[src/rtl/core/bff_pkg.sv]
// Shared types, widths and operation codes of the flow-controlled byte FIFO.
package bff_pkg;

    // Fixed field widths
    localparam int FILL_W   = 13;
    localparam int TOT_W    = 48;
    localparam int BYTE_W   = 8;
    localparam int MODE_W   = 3;
    localparam int COUNT_W  = 7;

    // Parameter defaults and reset values
    localparam int DEPTH_DEF     = 4096;
    localparam int MAX_BURST_DEF = 64;
    localparam int CAP_RESET     = 4096;

    // Operation codes of the mode field
    localparam logic [MODE_W-1:0] MODE_WRITE   = 3'd0;
    localparam logic [MODE_W-1:0] MODE_READ    = 3'd1;
    localparam logic [MODE_W-1:0] MODE_PEEK    = 3'd2;
    localparam logic [MODE_W-1:0] MODE_DISCARD = 3'd3;
    localparam logic [MODE_W-1:0] MODE_END     = 3'd4;

    typedef struct packed {
        logic [MODE_W-1:0]  mode;
        logic [BYTE_W-1:0]  data_byte;
        logic [COUNT_W-1:0] count;
    } t_in_item;

    typedef struct packed {
        logic [BYTE_W-1:0] out_byte;
        logic              has_byte;
        logic              last;
        logic              accepted;
        logic [FILL_W-1:0] fill_level;
        logic [FILL_W-1:0] free_space;
        logic [TOT_W-1:0]  total_written;
        logic [TOT_W-1:0]  total_read;
        logic              input_done;
        logic              stream_eof;
    } t_out_item;

    // Sequencer to output stage: load strobe with the result
    typedef struct packed {
        logic      load;
        t_out_item item;
    } t_res_load;

endpackage

[src/rtl/core/bff_seq.sv]
// Sequencer of the byte FIFO: pointers, counters and one step per cycle.
module bff_seq #(
    parameter int DEPTH     = bff_pkg::DEPTH_DEF,
    parameter int MAX_BURST = bff_pkg::MAX_BURST_DEF
) (
    input  logic                            i_clk,
    input  logic                            i_rst_n,
    input  logic                            i_in_valid,
    output logic                            o_in_ready,
    input  bff_pkg::t_in_item               i_in_item,
    input  logic [bff_pkg::FILL_W-1:0]      i_cap,
    input  logic                            i_slot_free,
    output bff_pkg::t_res_load              o_res,
    output logic                            o_ram_we,
    output logic [$clog2(DEPTH)-1:0]        o_ram_waddr,
    output logic [bff_pkg::BYTE_W-1:0]      o_ram_wdata,
    output logic                            o_ram_re,
    output logic [$clog2(DEPTH)-1:0]        o_ram_raddr,
    input  logic [bff_pkg::BYTE_W-1:0]      i_ram_rdata
);

    localparam int AW = $clog2(DEPTH);
    localparam int CW = $clog2(MAX_BURST + 1);
    localparam int FW = bff_pkg::FILL_W;
    localparam int TW = bff_pkg::TOT_W;
    localparam int NW = bff_pkg::COUNT_W;

    localparam logic [1:0] S_IDLE = 2'd0;
    localparam logic [1:0] S_STAT = 2'd1;
    localparam logic [1:0] S_EMIT = 2'd2;
    localparam logic [1:0] S_DISC = 2'd3;

    function automatic logic [AW-1:0] adv(input logic [AW-1:0] p);
        adv = (p == AW'(DEPTH - 1)) ? '0 : p + AW'(1);
    endfunction

    logic [1:0]                  r_state, n_state;
    logic [bff_pkg::MODE_W-1:0]  r_mode, n_mode;
    logic [bff_pkg::BYTE_W-1:0]  r_data, n_data;
    logic [CW-1:0]               r_left, n_left;
    logic [AW-1:0]               r_pos, n_pos;
    logic [AW-1:0]               r_head, n_head;
    logic [AW-1:0]               r_tail, n_tail;
    logic [FW-1:0]               r_held, n_held;
    logic [TW-1:0]               r_wtot, n_wtot;
    logic [TW-1:0]               r_rtot, n_rtot;
    logic                        r_ended, n_ended;

    logic                        in_take;
    logic [NW-1:0]               cnt_clamped;
    logic [FW-1:0]               burst;
    logic                        burst_zero;
    logic                        write_ok;
    logic [bff_pkg::BYTE_W-1:0]  res_byte;
    logic                        res_has;
    logic                        res_last;
    logic                        res_acc;

    assign o_in_ready = (r_state == S_IDLE);
    assign in_take    = i_in_valid && o_in_ready;

    // Clamp the requested count to the burst limit and the bytes held
    always_comb begin
        cnt_clamped = (i_in_item.count > NW'(MAX_BURST))
                      ? NW'(MAX_BURST) : i_in_item.count;
        burst = ({{(FW - NW){1'b0}}, cnt_clamped} > r_held)
                ? r_held : {{(FW - NW){1'b0}}, cnt_clamped};
        burst_zero = (burst == '0);
    end

    assign write_ok = (r_held < i_cap);

    // Step the sequencer
    always_comb begin
        n_state = r_state;
        n_mode  = r_mode;
        n_data  = r_data;
        n_left  = r_left;
        n_pos   = r_pos;
        n_head  = r_head;
        n_tail  = r_tail;
        n_held  = r_held;
        n_wtot  = r_wtot;
        n_rtot  = r_rtot;
        n_ended = r_ended;

        o_ram_we    = 1'b0;
        o_ram_waddr = r_tail;
        o_ram_wdata = r_data;
        o_ram_re    = 1'b0;
        o_ram_raddr = r_head;

        o_res.load = 1'b0;
        res_byte   = '0;
        res_has    = 1'b0;
        res_last   = 1'b1;
        res_acc    = 1'b0;

        unique case (r_state)
            S_IDLE: begin
                if (in_take) begin
                    n_mode = i_in_item.mode;
                    n_data = i_in_item.data_byte;
                    n_left = burst[CW-1:0];
                    unique case (i_in_item.mode)
                        bff_pkg::MODE_READ, bff_pkg::MODE_PEEK: begin
                            if (burst_zero) begin
                                n_state = S_STAT;
                            end else begin
                                // fetch the first byte at the head
                                o_ram_re    = 1'b1;
                                o_ram_raddr = r_head;
                                n_pos       = adv(r_head);
                                n_state     = S_EMIT;
                            end
                        end
                        bff_pkg::MODE_DISCARD: begin
                            n_state = burst_zero ? S_STAT : S_DISC;
                        end
                        bff_pkg::MODE_END: begin
                            n_ended = 1'b1;
                            n_state = S_STAT;
                        end
                        default: begin
                            n_state = S_STAT;
                        end
                    endcase
                end
            end
            S_STAT: begin
                // single status result, storing the byte on a write that fits the capacity
                if (i_slot_free) begin
                    o_res.load = 1'b1;
                    if (r_mode == bff_pkg::MODE_WRITE && write_ok) begin
                        res_acc  = 1'b1;
                        o_ram_we = 1'b1;
                        n_tail   = adv(r_tail);
                        n_held   = r_held + FW'(1);
                        n_wtot   = r_wtot + TW'(1);
                    end
                    n_state = S_IDLE;
                end
            end
            S_EMIT: begin
                // hand out one byte, prefetch the next
                if (i_slot_free) begin
                    o_res.load = 1'b1;
                    res_byte   = i_ram_rdata;
                    res_has    = 1'b1;
                    res_last   = (r_left == CW'(1));
                    n_left     = r_left - CW'(1);
                    if (r_mode == bff_pkg::MODE_READ) begin
                        n_head = r_pos;
                        n_held = r_held - FW'(1);
                        n_rtot = r_rtot + TW'(1);
                    end
                    if (r_left == CW'(1)) begin
                        n_state = S_IDLE;
                    end else begin
                        o_ram_re    = 1'b1;
                        o_ram_raddr = r_pos;
                        n_pos       = adv(r_pos);
                    end
                end
            end
            S_DISC: begin
                // drop one byte per cycle
                n_head = adv(r_head);
                n_held = r_held - FW'(1);
                n_rtot = r_rtot + TW'(1);
                n_left = r_left - CW'(1);
                if (r_left == CW'(1)) begin
                    n_state = S_STAT;
                end
            end
            default: begin
                n_state = S_IDLE;
            end
        endcase

        // Status snapshot after this step
        o_res.item.out_byte      = res_byte;
        o_res.item.has_byte      = res_has;
        o_res.item.last          = res_last;
        o_res.item.accepted      = res_acc;
        o_res.item.fill_level    = n_held;
        o_res.item.free_space    = (n_held >= i_cap) ? '0 : i_cap - n_held;
        o_res.item.total_written = n_wtot;
        o_res.item.total_read    = n_rtot;
        o_res.item.input_done    = r_ended;
        o_res.item.stream_eof    = r_ended && (n_held == '0);
    end

    // Control state
    always_ff @(posedge i_clk) begin
        if (!i_rst_n) begin
            r_state <= S_IDLE;
            r_head  <= '0;
            r_tail  <= '0;
            r_held  <= '0;
            r_wtot  <= '0;
            r_rtot  <= '0;
            r_ended <= 1'b0;
        end else begin
            r_state <= n_state;
            r_head  <= n_head;
            r_tail  <= n_tail;
            r_held  <= n_held;
            r_wtot  <= n_wtot;
            r_rtot  <= n_rtot;
            r_ended <= n_ended;
        end
    end

    // Transaction payload
    always_ff @(posedge i_clk) begin
        r_mode <= n_mode;
        r_data <= n_data;
        r_left <= n_left;
        r_pos  <= n_pos;
    end

endmodule

[config.mk]
export PLATFORM = sky130hd
export DESIGN_NAME = bff_seq
export DESIGN_NICKNAME = d
export VERILOG_FILES = /design/src/rtl/core/bff_pkg.sv /design/src/rtl/core/bff_seq.sv
export SDC_FILE = /design/constraint.sdc
export NUM_CORES = 1
export LEC_CHECK = 0
export BUFFER_PORTS_ARGS = -buffer_cell sky130_fd_sc_hd__buf_2
export CAP_MARGIN = 10
export CELL_PAD_IN_SITES_DETAIL_PLACEMENT = 0
export CELL_PAD_IN_SITES_GLOBAL_PLACEMENT = 1
export CORE_MARGIN = 3
export CORE_UTILIZATION = 44
export DETAILED_ROUTE_END_ITERATION = 8
export PLACE_DENSITY_LB_ADDON = 0.1
export SLEW_MARGIN = 10
export SYNTH_ARGS = -nofsm -noshare
export SYNTH_HDL_FRONTEND = slang
export SYNTH_SLANG_ARGS = --single-unit
[constraint.sdc]
create_clock -name i_clk -period 12.23 [get_ports i_clk]
set_clock_uncertainty 0.2 [all_clocks]
set_input_delay 0 -clock i_clk [delete_from_list [all_inputs] [get_ports i_clk]]
set_output_delay 0 -clock i_clk [all_outputs]
set_load 0.05 [all_outputs]
==> reports/summary.txt <==
run status: complete, no violations
hold path cells: 4
clock insertion delay at the later pin of the skew report: 430 ps
fraction of met3 tracks used by global routing: 0.0580
CP Data Arrival Time: 5700 ps
routing layer with the top usage in global route: met2
clock buffer depth: 2
wire length after detailed routing: 30400 um
Power per Cell Area: 122 nW/um^2
HPWL after DPL: 22000 um
leakage power of the design: 5.54 nW
nets@finish: 1578
most instantiated flip-flop cell in the synthesis netlist: sky130_fd_sc_hd__dfxtp_1
aggregate global routing overflow: 0
area fraction in compound gates after synthesis: 0.162
Die Span X: 160 um
DRC violations left: 0
final period demand of the worst path: 5900 ps
Maximum Capacitance Violations: 0
crit start category: flip-flop
most common cell in the netlist: sky130_fd_sc_hd__dfxtp_1
GRT Util Overall: 0.230
data required time at the worst endpoint: 12030 ps
routed vias/inst: 5.47
post-route fraction of the period consumed by the critical path: 0.483
number of routed nets with antenna violations: 0
fraction of final layout cells sized beyond drive strength 1: 0.190
antenna cells: 0
die area: 25400 um^2
worst hold path endpoint: r_left[4]$_DFFE_PP_
Synth warnings: 0
synthesized area per cell: 8.10 um^2
Power, Total: 0.00152 W
root cell of the clock tree: sky130_fd_sc_hd__clkbuf_16
Final TNS setup: 0 ps
portion of synthesized cell area occupied by the leading cell type: 0.263
CTS tree: yes
starting density of the core: 0.453
sequential area share after synthesis: 0.349
source of the worst hold timing path: i_in_item[6]
Async S/R FF share, synth: 0
GR met1 Demand/Resource: 0.312
post-cts resize count: 0
worst reg2reg path startpoint: r_held[8]$_SDFF_PN0_
number of cells on the worst reg-to-reg path: 9
portion of netlist area occupied by mux cells: 0.00881
wire length of the first global-routing pass: 48500 um
final number of setup-violating endpoints: 0
dominant cell type by area after synthesis: sky130_fd_sc_hd__dfxtp_1
number of global-route vias before repair: 9455
share of synthesized cell area in and, or, nand and nor gates: 0.294
post-CTS setup buffers: 0
Die Span Y: 160 um
capturing point of the worst reg2reg path: o_ram_waddr[3]$_SDFFE_PN0P_
Post-synth EDFFs: 30
Core Box Area: 22900 um^2
Num Clock Sinks: 166
total number of vias: 9903
fraction of the mapped netlist area in adder cells: 0.0623
XOR/XNOR Fraction of Synth Area: 0.0769
transition time at the pin with the least slew margin: 1110 ps
DR iter-0 viols: 633
sort of element at the end of the critical path: output port
H-tree depth reported by CTS: 4
ranking of synthesized cells by instance count: sky130_fd_sc_hd__dfxtp_1, sky130_fd_sc_hd__nand2_1, sky130_fd_sc_hd__and2_1
CP max FO: 14
main combinational cell family by area after synthesis: simple AND/OR/NAND/NOR gates
final RePlAce weighted congestion: 0.892
Slew Viols, Final: 0
synth top area cells: sky130_fd_sc_hd__dfxtp_1, sky130_fd_sc_hd__edfxtp_1, sky130_fd_sc_hd__and2_1
Max-slew headroom: 0.259
fraction of met2 tracks used by global routing: 0.368
unrepaired setup endpoints after global routing: false
post-detailed-route wirelength per cell: 16.8 um
Hold Violations, Final: 0
flip-flop and latch count after synthesis: 166
worst hold path type: input pin to flip-flop
clock slew seen by the registers of the worst setup and hold paths: 70 ps
antenna violations before repair: 0
standard-cell rows: 55
R2R Setup Slk: 8560 ps
Setup CP Type: flip-flop to output port
area growth from synthesis to layout: 20.4%
Initial DRT Pass Iterations: 5
number of different library cells in the post-synthesis netlist: 82
I/O Buffers: 213
peak clock frequency supported by timing: 169 MHz
maximum number of pins on one net before global-route repair: 101
mapped cell area: 10400 um^2
number of buffers added by the clock tree synthesis step: 17
largest voltage drop on the vdd net: 0.0000911 V
I/O pin count: 214
cts hold-fix bufs: 15
Mapped Nets: 1375
synthesized instance count: 1281
==> where the power goes <==
group / switching (W) / internal [W]
logic: 0.000234 / 0.0000981
clock network: 0.000250 / 0.000331
registers: 0.0000225 / 0.000585
==> layout make-up <==
cell class / instances / area, um^2
fill: 2266 / 10400
multi-input combinational: 992 / 6270
sequential: 166 / 3620
timing repair buffer: 244 / 1340
clock buffer: 19 / 434
tap: 313 / 392
inverter: 63 / 236
clock inverter: 13 / 188
==> stage by stage <==
stage	std cells	utilization	hold WS (ps)	setup slack (ps)	area, um^2
after floorplan	1281	-	-101	6760	10400
after global placement	1763	0.511	-23.1	6970	11700
after detailed placement	1763	0.511	-20.3	6830	11700
after CTS	1810	0.545	3.84	6360	12500
after global routing	1810	0.545	46.0	5890	12500
final	1810	0.545	14.6	6330	12500
==> metal layers <==
| layer | share of wire | vias up | wire, um |
|---|---|---|---|
| li1 | - | 4984 | - |
| met1 | 0.47 | 4535 | 14200 |
| met2 | 0.44 | 340 | 13400 |
| met3 | 0.078 | 44 | 2360 |
| met4 | 0.014 | 0 | 429 |
| met5 | 0 | - | 0 |
==> critical path, stage by stage, from the launching register on <==
cell,delay [ps]
sky130_fd_sc_hd__dfxtp_1,620
sky130_fd_sc_hd__ha_1,350
sky130_fd_sc_hd__and2_1,200
sky130_fd_sc_hd__a221oi_2,290
sky130_fd_sc_hd__nor2_1,140
sky130_fd_sc_hd__a211oi_1,790
sky130_fd_sc_hd__a21oi_1,180
sky130_fd_sc_hd__o22ai_1,400
sky130_fd_sc_hd__ha_1,340
sky130_fd_sc_hd__a21oi_1,120
sky130_fd_sc_hd__o21ai_0,140
sky130_fd_sc_hd__a31oi_1,280
sky130_fd_sc_hd__o21ai_0,180
sky130_fd_sc_hd__a31oi_1,360
sky130_fd_sc_hd__o21ai_0,180
sky130_fd_sc_hd__o31ai_1,220
sky130_fd_sc_hd__buf_4,220
sky130_fd_sc_hd__nor2_1,60
sky130_fd_sc_hd__buf_2,210
==> registers in the layout, indices dropped and copies added, names as in the netlist <==
| signal | flops |
|---|---|
| r_rtot | 48 |
| r_wtot | 48 |
| r_held | 13 |
| o_ram_waddr | 12 |
| r_head | 12 |
| r_pos | 12 |
| o_ram_wdata | 8 |
| r_left | 7 |
| r_mode | 3 |
| r_state | 2 |
| r_ended | 1 |
==> worst max path at each step <==
stage,start,slack (ps),end,cells past startpoint
after global routing,r_held[8]$_SDFF_PN0_,5890,o_res[107],18
after floorplan,r_held[11]$_SDFF_PN0_,6760,o_res[108],18
final,r_held[8]$_SDFF_PN0_,6330,o_res[100],18
after detailed placement,r_held[8]$_SDFF_PN0_,6830,o_res[101],18
after global placement,r_held[8]$_SDFF_PN0_,6970,o_res[100],18
after CTS,r_held[8]$_SDFF_PN0_,6360,o_res[101],18
==> logic make-up (layout without fill, tap and decap cells) <==
logic type | after synthesis | in the layout
AND/OR/NAND/NOR | 577 | 577
AO/OA/AOI/OAI | 264 | 264
flip-flops | 166 | 166
buffers and inverters | 123 | 339
XOR/XNOR | 91 | 91
adder cells (fa/ha/maj) | 51 | 51
multiplexers | 9 | 9
==> cell usage in the layout, fill, tap and decap left out, drive strengths merged, types with 8 or more instances in the layout <==
| cell | n |
|---|---|
| a211oi | 9 |
| a21o | 12 |
| a21oi | 69 |
| a31oi | 28 |
| and2 | 108 |
| and3 | 46 |
| and4 | 14 |
| buf | 229 |
| clkbuf | 19 |
| dfxtp | 136 |
| dlygate4sd3 | 15 |
| edfxtp | 30 |
| ha | 50 |
| inv | 69 |
| mux2i | 8 |
| nand2 | 120 |
| nand3 | 59 |
| nand4 | 32 |
| nor2 | 104 |
| nor2b | 8 |
| nor3 | 38 |
| nor4 | 14 |
| o211ai | 8 |
| o21ai | 64 |
| o22ai | 8 |
| o31ai | 19 |
| or3 | 11 |
| xnor2 | 54 |
| xor2 | 37 |
Power figures use the tool's default switching activity.
